===== src/rtl/pm_pkg.sv =====
// Shared constants and types for the polynomial multiply core.
// No dependencies; every other file refers to this package by scoped names.
`default_nettype none

package pm_pkg;

   localparam int MAX_TERMS  = 32;
   localparam int COEFF_BITS = 16;

   // Fixed field widths of the transaction payloads
   localparam int COEFF_W   = 16;
   localparam int PRODUCT_W = 37;
   localparam int DEGREE_W  = 6;

   localparam int CNT_W = $clog2(MAX_TERMS + 1);
   localparam int IDX_W = $clog2(MAX_TERMS);
   localparam int LEN_W = $clog2(2 * MAX_TERMS - 1);
   localparam int MUL_W = 2 * COEFF_BITS;
   localparam int SUM_W = MUL_W + $clog2(MAX_TERMS);

   localparam logic SEL_FIRST  = 1'b0;
   localparam logic SEL_SECOND = 1'b1;

   typedef struct packed {
      logic advance;
      logic clear;
      logic shift;
   } cell_ctrl_type;

   typedef struct packed {
      logic             first_en;
      logic             second_en;
      logic [IDX_W-1:0] idx;
   } load_ctrl_type;

endpackage

`default_nettype wire


===== src/rtl/pm_cell.sv =====
// One cell of the convolution chain: holds one coefficient of each operand,
// a product register and a partial sum passed toward cell 0. Uses pm_pkg.
`default_nettype none

module pm_cell (
   input  wire                                   clock,
   input  pm_pkg::cell_ctrl_type                 ctrl,
   input  wire                                   load_first,
   input  wire                                   load_second,
   input  wire                                   keep,
   input  wire  signed [pm_pkg::COEFF_BITS-1:0]  coeff_in,
   input  wire  signed [pm_pkg::COEFF_BITS-1:0]  x_in,
   input  wire  signed [pm_pkg::COEFF_BITS-1:0]  b_next_in,
   output logic signed [pm_pkg::COEFF_BITS-1:0]  b_out,
   input  wire  signed [pm_pkg::SUM_W-1:0]       s_next_in,
   output logic signed [pm_pkg::SUM_W-1:0]       s_out
);

   logic signed [pm_pkg::COEFF_BITS-1:0] a_ff, a_in;
   logic signed [pm_pkg::COEFF_BITS-1:0] b_ff, b_in;
   logic signed [pm_pkg::COEFF_BITS-1:0] a_eff;
   logic signed [pm_pkg::MUL_W-1:0]      m_ff, m_in;
   logic signed [pm_pkg::SUM_W-1:0]      s_ff, s_in;

   always_comb begin
      // coefficients past the first operand's count act as zero
      a_eff = keep ? a_ff : '0;
      a_in  = load_first ? coeff_in : a_ff;

      priority if (load_second) begin
         b_in = coeff_in;
      end else if (ctrl.shift) begin
         b_in = b_next_in;
      end else begin
         b_in = b_ff;
      end

      if (ctrl.clear) begin
         m_in = '0;
         s_in = '0;
      end else if (ctrl.advance) begin
         m_in = a_eff * x_in;
         s_in = pm_pkg::SUM_W'(m_ff) + s_next_in;
      end else begin
         m_in = m_ff;
         s_in = s_ff;
      end
   end

   always_ff @(posedge clock) begin
      a_ff <= a_in;
      b_ff <= b_in;
      m_ff <= m_in;
      s_ff <= s_in;
   end

   assign b_out = b_ff;
   assign s_out = s_ff;

endmodule

`default_nettype wire


===== config.mk =====
export PLATFORM = sky130hd
export DESIGN_NAME = pm_cell
export DESIGN_NICKNAME = d
export VERILOG_FILES = /design/src/rtl/pm_pkg.sv /design/src/rtl/pm_cell.sv
export SDC_FILE = /design/constraint.sdc
export NUM_CORES = 1
export LEC_CHECK = 0
export ABC_AREA = 1
export BUFFER_PORTS_ARGS = -buffer_cell sky130_fd_sc_hd__buf_2
export CAP_MARGIN = 40
export CELL_PAD_IN_SITES_DETAIL_PLACEMENT = 1
export CELL_PAD_IN_SITES_GLOBAL_PLACEMENT = 1
export CORE_ASPECT_RATIO = 0.7
export CORE_MARGIN = 10
export CORE_UTILIZATION = 41
export DETAILED_ROUTE_END_ITERATION = 6
export PLACE_DENSITY = 0.89
export SYNTH_ARGS = -nofsm -noshare
export SYNTH_HDL_FRONTEND = slang
export SYNTH_SLANG_ARGS = --single-unit
export TNS_END_PERCENT = 1

===== constraint.sdc =====
create_clock -name clock -period 5.9 [get_ports clock]
set_clock_uncertainty 0.15 [all_clocks]
set_input_delay 0.295 -clock clock [delete_from_list [all_inputs] [get_ports clock]]
set_output_delay 0.295 -clock clock [all_outputs]
set_load 0.02 [all_outputs]

==> key figures <==
Worst setup path
  • Kind of critical path: register to register
  • CP arrival: 5.91 ns
  • CP top delay family: adder cells
  • Worst Reg-to-Reg Cells: 24
  • Buffers & Inverters on Critical Path: 8
  • CP max stage delay: 0.59 ns
  • Slowest CP cell: fa_1
  • Worst reg2reg setup slack: 0.13 ns
  • Startpoint class of the critical path: register
  • Critical path peak fanout: 7
  • CP required: 6.03 ns
  • RR Startpoint: a_ff[12]
  • R2r endpoint: m_ff[23]
  • CP Capture Type: register
  • Crit-path cells: nand2_2, clkinvlp_4, buf_4, nand2_1, fa_1, inv_1, fa_1, fa_1, fa_1, fa_1, inv_1, fa_1, inv_1, ha_4, a21oi_2, o21ai_2, inv_1, nand2_1, inv_1, nand3_1, a21oi_1, o21ai_0, nand2_1, inv_1

Synthesis
  • Mapped Area: 16900 um^2
  • FFs w/ async S/R, synth: 0
  • Gate Count Post-Synth: around 2400
  • Share of the synthesized area in the top cell type: 0.311
  • Register area share after synthesis: 0.138
  • Synth warn: 0
  • Syn_nets: roughly 2800
  • Mean Syn Cell Area: 7.13 um^2
  • Post-synth EDFFs: 32
  • Synth area leaders: fa_1, nand2_1, inv_1, ha_1, dfxtp_1
  • Top_reg_cell synth: dfxtp_1
  • Post-synth top area cell: fa_1
  • Seq cells post-synth: 101
  • Yosys cell types: 33

STA
  • Final hold violation count: 0
  • Slew Limit Fails: 0
  • Slew at the pin closest to its max-slew limit: 0.799 ns
  • Setup-violating endpoint count in the final report: 0
  • Final hold slack: ~0.012 ns
  • Post-route clock period utilization: 0.979
  • Crit path time final: 5.77 ns
  • Slew HR: 0.467
  • Max Freq: 0.173 GHz
  • RSZ-0062 raised after global routing: true
  • Final WS setup: approximately 0.13 ns

Floorplan
  • Die Span X: 263 um
  • Full die area: 50000 um^2
  • Initial Util: 0.414
  • Die Y: 190 um
  • Number of placed I/O pins: 145
  • CORE AREA: a little over 40000 um^2
  • Core Rows: 62

GRT
  • Met1 Resource Use GR: 0.334
  • Overflow after GRT: 0
  • Largest net degree at the start of global routing: 70
  • GR Util All Layers: 0.258
  • Grt met2 use: 0.420
  • Most Crowded Layer GR: met2
  • First-pass GRT wire length: 101000 um
  • Vias in the first global route: ~18000
  • GR Layer Usage met3: 0.0780
  • Antenna violations before repair: 2

Detailed routing
  • Residual DRC: 0
  • Post-route ant nets: 0
  • 1st-pass router iterations: 6
  • Final wirelength: 66200 um
  • DR vias/cell: around 5.3
  • 1st-iter DRT viols: 1307
  • WL/cell: between 20 and 25 um
  • Vias: ~17000

Layout
  • Fraction of layout cells with a size suffix above 1: 0.184
  • Commonest cells after routing, fill and taps aside: inv_1, nand2_1, nor2_1
  • ANT cells: 0
  • P&R area growth vs syn: 20.4%
  • Nets: 3102
  • Commonest non-fill, non-tap cell in the layout: inv_1

Power
  • Pwr/cell area: 644 nW/um^2
  • Total power: 13100 uW
  • Leakage: between 0.01 and 0.015 uW
  • Max VDD drop: ~590 uV

Placed design
  • Routability cong.: 0.994
  • Place WS: -0.507 ns
  • Post-detail-place hpwl: 55800 um
  • Port-buffer cells: 144

Run status
  • Status: completed

CTS
  • TritonCTS Buffers: 9
  • Worst-skew pair later-pin latency: 0.39 ns
  • Longest Clk Path Bufs: 2
  • H-tree levels: 3
  • Clock Sinks: approximately 100
  • TritonCTS clock tree: done
  • Root Buffer: clkbuf_16
  • Reg clk slew, reported paths: 0.08 ns

Job
  • Max-Cap Viols: 0

Hold path
  • Hold path depth: 1
  • WHS Endpoint: a_ff[0]
  • Hold Crit Class: input port to register
  • Hold path startpoint: coeff_in[0]
-- what timing repair did --
item,4_1_cts,5_1_grt
buffers inserted,0,10
resized for setup,21,181
gates cloned,0,1
hold endpoints to repair,14,1
pin swaps,0,34
hold buffers,14,1
endpoints found under the setup margin,20,21
-- synth_stat cells, types with 7 or more instances --
master and n:
nand2_1 570, inv_1 556, nor2_1 363, fa_1 263, ha_1 118, nand3_1 99, dfxtp_1 69, a21oi_1 57
o21ai_0 57, clkbuf_1 41, edfxtp_1 32, xor2_1 25, nand2_2 17, nand4_1 17, nor3_1 12, o21bai_1 12
nor2_2 9, xnor2_1 7
-- flip-flops by register name, summed over array words and instances (netlist names) --
signal,flops
m_ff,32
s_out,37
b_out,16
a_ff,16
-- report_power, final --
part           leakage, uW  internal, uW  total (uW)  switching [uW]
clock             0.000163           401         718             316
combinational       0.0102          4660       11500            6800
sequential        0.000895           864         957            92.5
-- metrics by stage --
step	TNS (ns)	std cells	area, um^2	utilization
floorplan	0	2375	16900	-
global placement	-2.91	3135	19100	0.468
detailed placement	-7.52	3136	19100	0.468
CTS	-0.220	3166	19700	0.482
global route	-0.625	3178	20400	0.499
finish	0	3178	20400	0.499
-- worst reg2reg max path: cells and delay by family (launching register included) --
family / cells / cell delay, ns
compound gates: 4 / 0.59
fa+ha+maj: 7 / 3.11
buf+inv: 8 / 0.88
simple gates: 5 / 0.54
flops: 1 / 0.40
-- final cells by class --
class	instances	area, um^2
clock buffer	12	258
clock inverter	4	77.6
fill	5196	20500
inverter	567	2160
multi-input combinational	1659	12900
sequential	101	2340
tap	544	681
timing repair buffer	291	2000
-- per-layer routing --
layer | vias up | wire length [um] | part of all wire
met5 | - | 27 | 0.00041
met4 | 4 | 1330 | 0.020
met3 | 113 | 6600 | 0.10
met2 | 687 | 30400 | 0.46
met1 | 8370 | 27800 | 0.42
li1 | 7521 | - | -
-- cell families (layout without fill, tap and decap cells) --
| family | after synthesis | in the layout | share of synthesized area |
|---|---|---|---|
| simple gates | 1102 | 1102 | 0.264 |
| buf+inv | 615 | 874 | 0.137 |
| fa+ha+maj | 381 | 381 | 0.398 |
| compound gates | 144 | 144 | 0.0468 |
| flops | 101 | 101 | 0.138 |
| xor+xnor | 32 | 32 | 0.0165 |
-- worst max path at each step --
stage | cells after the start | start | to
after global placement | 24 | keep | m_ff[25]
final | 24 | a_ff[12] | m_ff[23]
after CTS | 25 | a_ff[8] | m_ff[22]
after floorplan | 24 | keep | m_ff[31]
after global routing | 24 | a_ff[15] | m_ff[29]
after detailed placement | 24 | keep | m_ff[25]
No activity file was read; power rests on OpenSTA's default activity.
