<file path="config.mk">
export PLATFORM = sky130hd
export DESIGN_NAME = pm_ctrl
export DESIGN_NICKNAME = d
export VERILOG_FILES = /design/src/rtl/pm_pkg.sv /design/src/rtl/pm_ctrl.sv
export SDC_FILE = /design/constraint.sdc
export NUM_CORES = 1
export LEC_CHECK = 0
export ABC_CLOCK_PERIOD_IN_PS = 6200
export BUFFER_PORTS_ARGS = -buffer_cell sky130_fd_sc_hd__buf_4
export CAP_MARGIN = 20
export CORE_MARGIN = 3
export CORE_UTILIZATION = 35
export DETAILED_ROUTE_END_ITERATION = 16
export PLACE_DENSITY = 0.62
export SLEW_MARGIN = 20
export SYNTH_ARGS = -nofsm -noshare
export SYNTH_HDL_FRONTEND = slang
export SYNTH_SLANG_ARGS = --single-unit
</file>
<file path="constraint.sdc">
create_clock -name clock -period 6.2 [get_ports clock]
set_clock_uncertainty 0.1 [all_clocks]
set_input_delay 1.24 -clock clock [delete_from_list [all_inputs] [get_ports clock]]
set_output_delay 1.24 -clock clock [all_outputs]
set_load 0.02 [all_outputs]
</file>
<file path="src/rtl/pm_pkg.sv">
// Shared constants and types for the polynomial multiply core.
// No dependencies; every other file refers to this package by scoped names.
`default_nettype none

package pm_pkg;

   localparam int MAX_TERMS  = 32;
   localparam int COEFF_BITS = 16;

   // Fixed field widths of the transaction payloads
   localparam int COEFF_W   = 16;
   localparam int PRODUCT_W = 37;
   localparam int DEGREE_W  = 6;

   localparam int CNT_W = $clog2(MAX_TERMS + 1);
   localparam int IDX_W = $clog2(MAX_TERMS);
   localparam int LEN_W = $clog2(2 * MAX_TERMS - 1);
   localparam int MUL_W = 2 * COEFF_BITS;
   localparam int SUM_W = MUL_W + $clog2(MAX_TERMS);

   localparam logic SEL_FIRST  = 1'b0;
   localparam logic SEL_SECOND = 1'b1;

   typedef struct packed {
      logic advance;
      logic clear;
      logic shift;
   } cell_ctrl_type;

   typedef struct packed {
      logic             first_en;
      logic             second_en;
      logic [IDX_W-1:0] idx;
   } load_ctrl_type;

endpackage

`default_nettype wire

</file>
<file path="src/rtl/pm_ctrl.sv">
// Sequencer: operand counts, load addressing, run counter and the
// valid/degree pipeline that tracks the cell chain. Uses pm_pkg.
`default_nettype none

module pm_ctrl (
   input  wire                              clock,
   input  wire                              reset,
   input  wire                              req_accept,
   input  wire                              req_sel,
   input  wire                              req_last,
   input  wire                              rsp_ready,
   output logic                             req_ready,
   output pm_pkg::cell_ctrl_type            cell_ctrl,
   output pm_pkg::load_ctrl_type            load_ctrl,
   output logic [pm_pkg::CNT_W-1:0]         first_count,
   output logic                             x_enable,
   output logic                             rsp_valid,
   output logic [pm_pkg::DEGREE_W-1:0]      rsp_degree,
   output logic                             rsp_last
);

   localparam logic [1:0] ST_LOAD  = 2'd0;
   localparam logic [1:0] ST_FEED  = 2'd1;
   localparam logic [1:0] ST_DRAIN = 2'd2;

   localparam int SUM_LEN_W = pm_pkg::LEN_W + 1;

   logic [1:0]               state_ff, state_in;
   logic [pm_pkg::CNT_W-1:0] first_count_ff, first_count_in;
   logic [pm_pkg::CNT_W-1:0] second_count_ff, second_count_in;
   logic                     first_done_ff, first_done_in;
   logic [pm_pkg::LEN_W-1:0] t_ff, t_in;
   logic [pm_pkg::LEN_W-1:0] last_idx_ff, last_idx_in;
   logic                     v1_ff, v1_in, v2_ff, v2_in;
   logic [pm_pkg::LEN_W-1:0] k1_ff, k1_in, k2_ff, k2_in;
   logic                     l1_ff, l1_in, l2_ff, l2_in;

   logic                     adv;
   logic                     start;
   logic [pm_pkg::CNT_W-1:0] first_base;
   logic [pm_pkg::CNT_W-1:0] second_new;
   logic [pm_pkg::CNT_W-1:0] na;
   logic [SUM_LEN_W-1:0]     len_sum;

   always_comb begin
      adv        = !v2_ff || rsp_ready;
      req_ready  = (state_ff == ST_LOAD);
      start      = req_accept && (req_sel == pm_pkg::SEL_SECOND) && req_last;
      // a first-operand transaction after a completed first operand restarts it
      first_base = first_done_ff ? '0 : first_count_ff;

      load_ctrl.first_en  = req_accept && (req_sel == pm_pkg::SEL_FIRST)
                            && (first_base < pm_pkg::CNT_W'(pm_pkg::MAX_TERMS));
      load_ctrl.second_en = req_accept && (req_sel == pm_pkg::SEL_SECOND)
                            && (second_count_ff < pm_pkg::CNT_W'(pm_pkg::MAX_TERMS));
      load_ctrl.idx = (req_sel == pm_pkg::SEL_FIRST) ? first_base[pm_pkg::IDX_W-1:0]
                                                    : second_count_ff[pm_pkg::IDX_W-1:0];

      second_new = second_count_ff + pm_pkg::CNT_W'(load_ctrl.second_en);
      // an empty first operand counts as one zero coefficient
      na         = (first_count_ff == '0) ? pm_pkg::CNT_W'(1) : first_count_ff;
      len_sum    = SUM_LEN_W'(na) + SUM_LEN_W'(second_new) - SUM_LEN_W'(2);

      cell_ctrl.advance = adv;
      cell_ctrl.clear   = start;
      cell_ctrl.shift   = adv && (state_ff == ST_FEED);

      x_enable = SUM_LEN_W'(t_ff) < SUM_LEN_W'(second_count_ff);
   end

   always_comb begin
      state_in        = state_ff;
      first_count_in  = first_count_ff;
      second_count_in = second_count_ff;
      first_done_in   = first_done_ff;
      t_in            = t_ff;
      last_idx_in     = last_idx_ff;
      v1_in = v1_ff;
      k1_in = k1_ff;
      l1_in = l1_ff;
      v2_in = v2_ff;
      k2_in = k2_ff;
      l2_in = l2_ff;

      if (adv) begin
         v1_in = (state_ff == ST_FEED);
         k1_in = t_ff;
         l1_in = (t_ff == last_idx_ff);
         v2_in = v1_ff;
         k2_in = k1_ff;
         l2_in = l1_ff;
      end

      unique case (state_ff)
         ST_LOAD: begin
            if (req_accept) begin
               if (req_sel == pm_pkg::SEL_FIRST) begin
                  first_count_in = first_base + pm_pkg::CNT_W'(load_ctrl.first_en);
                  first_done_in  = req_last;
               end else begin
                  second_count_in = second_new;
                  if (req_last) begin
                     state_in    = ST_FEED;
                     t_in        = '0;
                     last_idx_in = len_sum[pm_pkg::LEN_W-1:0];
                     v1_in       = 1'b0;
                     v2_in       = 1'b0;
                  end
               end
            end
         end
         ST_FEED: begin
            if (adv) begin
               t_in = t_ff + pm_pkg::LEN_W'(1);
               if (t_ff == last_idx_ff) begin
                  state_in = ST_DRAIN;
               end
            end
         end
         ST_DRAIN: begin
            // drop both operands once the final product transaction leaves
            if (v2_ff && rsp_ready && l2_ff) begin
               state_in        = ST_LOAD;
               first_count_in  = '0;
               second_count_in = '0;
               first_done_in   = 1'b0;
            end
         end
         default: begin
            state_in = ST_LOAD;
         end
      endcase
   end

   always_ff @(posedge clock) begin
      if (reset) begin
         state_ff        <= ST_LOAD;
         first_count_ff  <= '0;
         second_count_ff <= '0;
         first_done_ff   <= 1'b0;
         v1_ff           <= 1'b0;
         v2_ff           <= 1'b0;
      end else begin
         state_ff        <= state_in;
         first_count_ff  <= first_count_in;
         second_count_ff <= second_count_in;
         first_done_ff   <= first_done_in;
         v1_ff           <= v1_in;
         v2_ff           <= v2_in;
      end
      t_ff        <= t_in;
      last_idx_ff <= last_idx_in;
      k1_ff       <= k1_in;
      l1_ff       <= l1_in;
      k2_ff       <= k2_in;
      l2_ff       <= l2_in;
   end

   assign first_count = first_count_ff;
   assign rsp_valid   = v2_ff;
   assign rsp_degree  = pm_pkg::DEGREE_W'(k2_ff);
   assign rsp_last    = l2_ff;

endmodule

`default_nettype wire

</file>
==> results.toml, run 1 <==
[timing]
finalMaxSlewViolations = 0
setup-violations-final = 0
tightest_slew_ns = 0.857
setup_tns_ns = 0
rsz0062_at_grt = "no"
hold_viol_final = 0
fmax_mhz = 269
min_period_ns = 3.71
relSlewSlack_pct = 42.2
finalCritPeriodShare_pct = 59.9

[clock_network]
clock_latency_ns = 0.29
post_cts_buffers = 0
clkSinkCount = 43
clk_pin_slew_ns = 0.08
cts_tree = "yes"
clockBufferDepth = 2
holdBufCountCts = 0
numCtsBuffers = 5
cts_htree_levels = 2
cts-resized-gates = 0
root_buffer = "clkbuf_8"

[floorplanning]
start_util_pct = 36.3
fp-row-count = 29
die_area_um2 = 7630
io_pins = 32
die_h_um = 87.4
dieWidth_um = 87.4
core_area_um2 = 6390

[pwr]
irDropWorstVdd_uv = 121
power_density_nw_per_um2 = 207
power_leakage_uw = 0.00106
power_uw = 556

[min_path]
hold_class = "register to register"

[synthesis]
synth_seq_cells = 43
synthDistinctLibCells = 44
synth.avg_cell_area_um2 = 10.7
async_reset_ff_share_pct = 0
yosys_warnings = 0
ys.flop_type = "edfxtp_1"
syn_inst = 217
yosysSeqAreaShare_pct = 48.4
synth_area_leaders = "edfxtp_1 34%, dfxtp_1 15%, ha_1 10%, xnor2_1 6.4%, inv_1 3.1%"
synth_top_area_share_pct = 33.7
synth_largest_area_cell = "edfxtp_1"
syn_area_um2 = 2320
syn_nets = 243
synth_edf_count = 26

[global_routing]
grt_usage_pct = 12.3
grt_pass1_vias = 1535
grt_pass1_wl_mm = 7.22
overflow = 0
antenna_found_initial = 0
grt_max_degree = 17

[run_status]
status = "completed"

[worst_setup_path]
critPathCapture = "cell_ctrl[2]"
reg2regPathDepth = 12
arrival_ns = 2.37
cp.required_ns = 4.86
critPathKind = "input port to output port"
worst_r2r_endpoint = "last_idx_ff[5]"
reg2reg_slack_ns = 3.40
end_kind = "output port"
rr_startpoint = "second_count_ff[5]"
crit_fanout = 15
start_kind = "input port"
crit_start = "rsp_ready"

[route]
wl_per_cell_um = 13.6
initialDrtViolationCount = 37
routed_wl_mm = 4.40
drc_errors = 0
first_pass_iters = 4
num_vias = 1610
ant_nets = 0
viasPerCell = 4.97

[job]
max-cap-violations = 0

[layout]
area_growth_pct = 15.7
nNetsFinal = 272
diodes = 0
drive_gt1_share_pct = 17.4
fin_util_pct = 42.0

[place]
place.gp.congestion = 0.816
numPortBuffers = 31
place_hpwl_mm = 3.35
metal layers:
metal | global-route usage [%] | routed length, µm
met1 | 16.1 | 2130
met2 | 19.1 | 1990
met3 | 3.31 | 206
met4 | 5.02 | 76
met5 | 0 | 0
sequential cells by signal, indices dropped and copies added (netlist names):
name	flops
first_count	6
first_done_ff	1
k1_ff	6
l1_ff	1
last_idx_ff	6
rsp_degree	6
rsp_last	1
rsp_valid	1
second_count_ff	6
state_ff	2
t_ff	6
v1_ff	1
Yosys cell counts, drive strengths merged, types with 4 or more instances:
| cell | number |
|---|---|
| dfxtp | 17 |
| o21ai | 4 |
| a22oi | 4 |
| nand2 | 10 |
| a21oi | 10 |
| nand3 | 9 |
| buf | 5 |
| clkbuf | 4 |
| nand2b | 5 |
| nor3 | 7 |
| edfxtp | 26 |
| a21o | 4 |
| ha | 19 |
| o31ai | 4 |
| nor2b | 5 |
| inv | 19 |
| xnor2 | 17 |
| nor2 | 19 |
power breakdown:
part	internal (µW)	switching (µW)	leakage, µW
clock network	78.7	94.6	0.0000412
registers	315	8.92	0.000402
logic	26.6	32.6	0.000615
per-stage QoR:
| step | hold slack (ns) | cells | instance area [µm²] | setup WS (ns) |
|---|---|---|---|---|
| after floorplan | 0.300 | 217 | 2320 | 2.38 |
| after global placement | 0.304 | 316 | 2590 | 2.28 |
| after detailed placement | 0.305 | 316 | 2590 | 2.23 |
| after CTS | 0.323 | 324 | 2680 | 2.45 |
| after global routing | 0.328 | 324 | 2680 | 2.36 |
| final | 0.322 | 324 | 2680 | 2.49 |
cell type report:
type / instances / area, µm²
Sequential cell: 43 / 1120
Multi-Input combinational cell: 146 / 1070
Inverter: 19 / 71.3
Timing Repair Buffer: 31 / 233
Fill cell: 630 / 3710
Clock inverter: 2 / 12.5
Tap cell: 77 / 96.3
Clock buffer: 6 / 72.6
kinds of logic (layout without fill, tap and decap cells):
family	count (synthesis)	in the layout	share of synthesized area, %
xor+xnor	20	20	7.56
mux	2	2	0.918
flops	43	43	48.4
buf+inv	28	58	5.29
fa+ha+maj	20	20	11.1
compound gates	38	38	11.3
simple gates	66	66	15.4
worst min-delay path by stage:
stage               startpoint       endpoint  slack [ns]  depth (start not counted)
floorplan             k1_ff[0]  rsp_degree[0]        0.30                          0
global placement      k1_ff[2]  rsp_degree[2]        0.30                          0
detailed placement    k1_ff[2]  rsp_degree[2]        0.30                          0
CTS                   k1_ff[2]  rsp_degree[2]        0.32                          0
global route          k1_ff[1]  rsp_degree[1]        0.33                          0
finish                k1_ff[2]  rsp_degree[2]        0.32                          0
worst max-delay path, stage by stage:
cell and delay [ns]:
buf_4 0.12, nor2b_1 0.36, inv_1 0.38, buf_4 0.27
cells in the final DEF, fill, tap and decap left out, drive strengths merged, types with 6 or more instances in the layout:
master	count
a21oi	10
nor3	7
nand3	9
ha	19
nand2	10
clkbuf	6
inv	19
nor2	19
dfxtp	17
buf	31
xnor2	17
edfxtp	26
No activity file was read; power rests on OpenSTA's default activity.
==> run 2: changes to the inputs <==
--- a/config.mk
+++ b/config.mk
@@ -5,13 +5,13 @@
 export SDC_FILE = /design/constraint.sdc
 export NUM_CORES = 1
 export LEC_CHECK = 0
-export ABC_CLOCK_PERIOD_IN_PS = 6200
+export ABC_CLOCK_PERIOD_IN_PS = 3300
 export BUFFER_PORTS_ARGS = -buffer_cell sky130_fd_sc_hd__buf_4
 export CAP_MARGIN = 20
 export CORE_MARGIN = 3
 export CORE_UTILIZATION = 35
 export DETAILED_ROUTE_END_ITERATION = 16
-export PLACE_DENSITY = 0.62
+export PLACE_DENSITY = 0.64
 export SLEW_MARGIN = 20
 export SYNTH_ARGS = -nofsm -noshare
 export SYNTH_HDL_FRONTEND = slang
==> constraint.sdc (replaced) <==
create_clock -name clock -period 3.3 [get_ports clock]
set_clock_uncertainty 0.1 [all_clocks]
set_input_delay 0.66 -clock clock [delete_from_list [all_inputs] [get_ports clock]]
set_output_delay 0.66 -clock clock [all_outputs]
set_load 0.02 [all_outputs]
==> run 2 against run 1 <==
Register-to-register slack worse by 2.9 ns; global-route usage grew 0.83 points; worst hold slack improved by 0.0022 ns; largest cell class unchanged; critical endpoint is now last_idx_ff[5]; combinational power up 100%; sequential share of layout area decreased by 0.69 points.
==> results.toml, run 2 (synthesis results as in run 1) <==
[worst_setup_path]
critPathTopFamily = "adder cells"
crit_top_cell = "ha_1"
start_kind = "input port"
cp_cell_sequence = "buf_4 -> nand2_1 -> nor2_1 -> ha_1 -> ha_1 -> inv_1 -> ha_1 -> inv_1 -> ha_1 -> fa_1 -> a21o_1 -> a21oi_1 -> xnor2_1 -> xnor2_1"
end_kind = "register"
arrival_ns = 2.98
cpMaxStageDelayCell = "fa_1"
crit_cells = 14
crit_start = "req_sel"
max_stage_delay_ns = 0.39
critPathKind = "input port to register"
rr_startpoint = "second_count_ff[5]"
cp.required_ns = 3.24
path_buf_inv = 3
critPathCapture = "last_idx_ff[5]"
worst_r2r_endpoint = "last_idx_ff[5]"
crit_fanout = 2
reg2reg_slack_ns = 0.46
reg2regPathDepth = 12

[global_routing]
grt_usage_pct = 13.1
grt_max_degree = 17
grt_use_met1_pct = 17.4
overflow = 0
met3_usage_pct = 3.69
grt_pass1_vias = 1659
busiest_layer = "met2"
grt_pass1_wl_mm = 7.85
antenna_found_initial = 0
use_met2_pct = 20.8

[timing]
min_period_ns = 3.04
finalCritPeriodShare_pct = 92.0
rsz0062_at_grt = "no"
relSlewSlack_pct = 40.6
fmax_mhz = 329
setup-violations-final = 0
hold_viol_final = 0
finalMaxSlewViolations = 0
tightest_slew_ns = 0.881

[floorplanning]
start_util_pct = 36.3
core_area_um2 = 6390
dieWidth_um = 87.4
die_area_um2 = 7630
die_h_um = 87.4
io_pins = 32
fp-row-count = 29

[layout]
drive_gt1_share_pct = 19.4
nNetsFinal = 278
diodes = 0
final_cell_area_um2 = 2730
layout_common_cells = "37 x buf_4, 26 x edfxtp_1, 19 x nor2_1, 19 x inv_1, 19 x ha_1"
layout_commonest_cell = "buf_4"
fin_util_pct = 42.7
fillerInstances = 628
area_growth_pct = 17.6

[pwr]
power_leakage_uw = 0.00109
irDropWorstVdd_uv = 239
power_density_nw_per_um2 = 386
power_uw = 1050

[clock_network]
holdBufCountCts = 0
numCtsBuffers = 5
clockBufferDepth = 2
clkSinkCount = 43
root_buffer = "clkbuf_8"
cts_htree_levels = 2
clk_pin_slew_ns = 0.08
cts_tree = "yes"
clock_latency_ns = 0.29
post_cts_buffers = 0
cts-resized-gates = 0

[route]
viasPerCell = 5.05
ant_nets = 0
routed_wl_mm = 4.57
wl_per_cell_um = 13.9
initialDrtViolationCount = 66
num_vias = 1665
drc_errors = 0
first_pass_iters = 4

[job]
max-cap-violations = 0

[place]
place_hpwl_mm = 3.43
numPortBuffers = 31
place.gp.congestion = 0.836
dpl_cell_area_um2 = 2640

[min_path]
hold_class = "register to register"
holdCritStartpoint = "k1_ff[3]"

[run_status]
status = "completed"
==> run 2: area by class of cell <==
type	count	area (µm²)	area share (%)
flip-flops and latches	43	1120	41.1
inverters	19	71.3	2.62
repair buffers	37	278	10.2
well taps	77	96.3	3.54
clock buffers	6	72.6	2.66
multi-input cells	146	1070	39.4
clock inverters	2	12.5	0.459
==> run 2: how the worst min path moves through the flow <==
stage	to	slack, ns	depth (start not counted)
2_1_floorplan	rsp_degree[0]	0.30	0
3_3_place_gp	rsp_degree[3]	0.30	0
3_5_place_dp	rsp_degree[3]	0.31	0
4_1_cts	rsp_degree[3]	0.33	0
5_1_grt	rsp_degree[1]	0.34	0
6_report	rsp_degree[3]	0.32	0
==> run 2: stage by stage <==
stage          setup slack (ns)  instances  TNS [ns]  hold WS (ns)
6_report                  0.263        330         0         0.324
2_1_floorplan            0.0554        217         0         0.300
4_1_cts                   0.237        330         0         0.327
3_5_place_dp            -0.0556        322   -0.0556         0.308
5_1_grt                   0.106        330         0         0.343
3_3_place_gp             0.0482        322         0         0.303
==> run 2: where the power goes <==
| group | switching, µW | total, µW | internal [µW] |
|---|---|---|---|
| Sequential | 17.0 | 608 | 591 |
| Combinational | 63.8 | 118 | 54.5 |
| Clock | 177 | 325 | 148 |
==> run 2: routing by layer <==
layer | vias to the layer above | routed length, µm | part of all wire (%)
met5 | - | 0 | 0
met2 | 39 | 2130 | 47
li1 | 837 | - | -
met1 | 781 | 2160 | 47
met3 | 8 | 209 | 4.6
met4 | 0 | 70 | 1.5
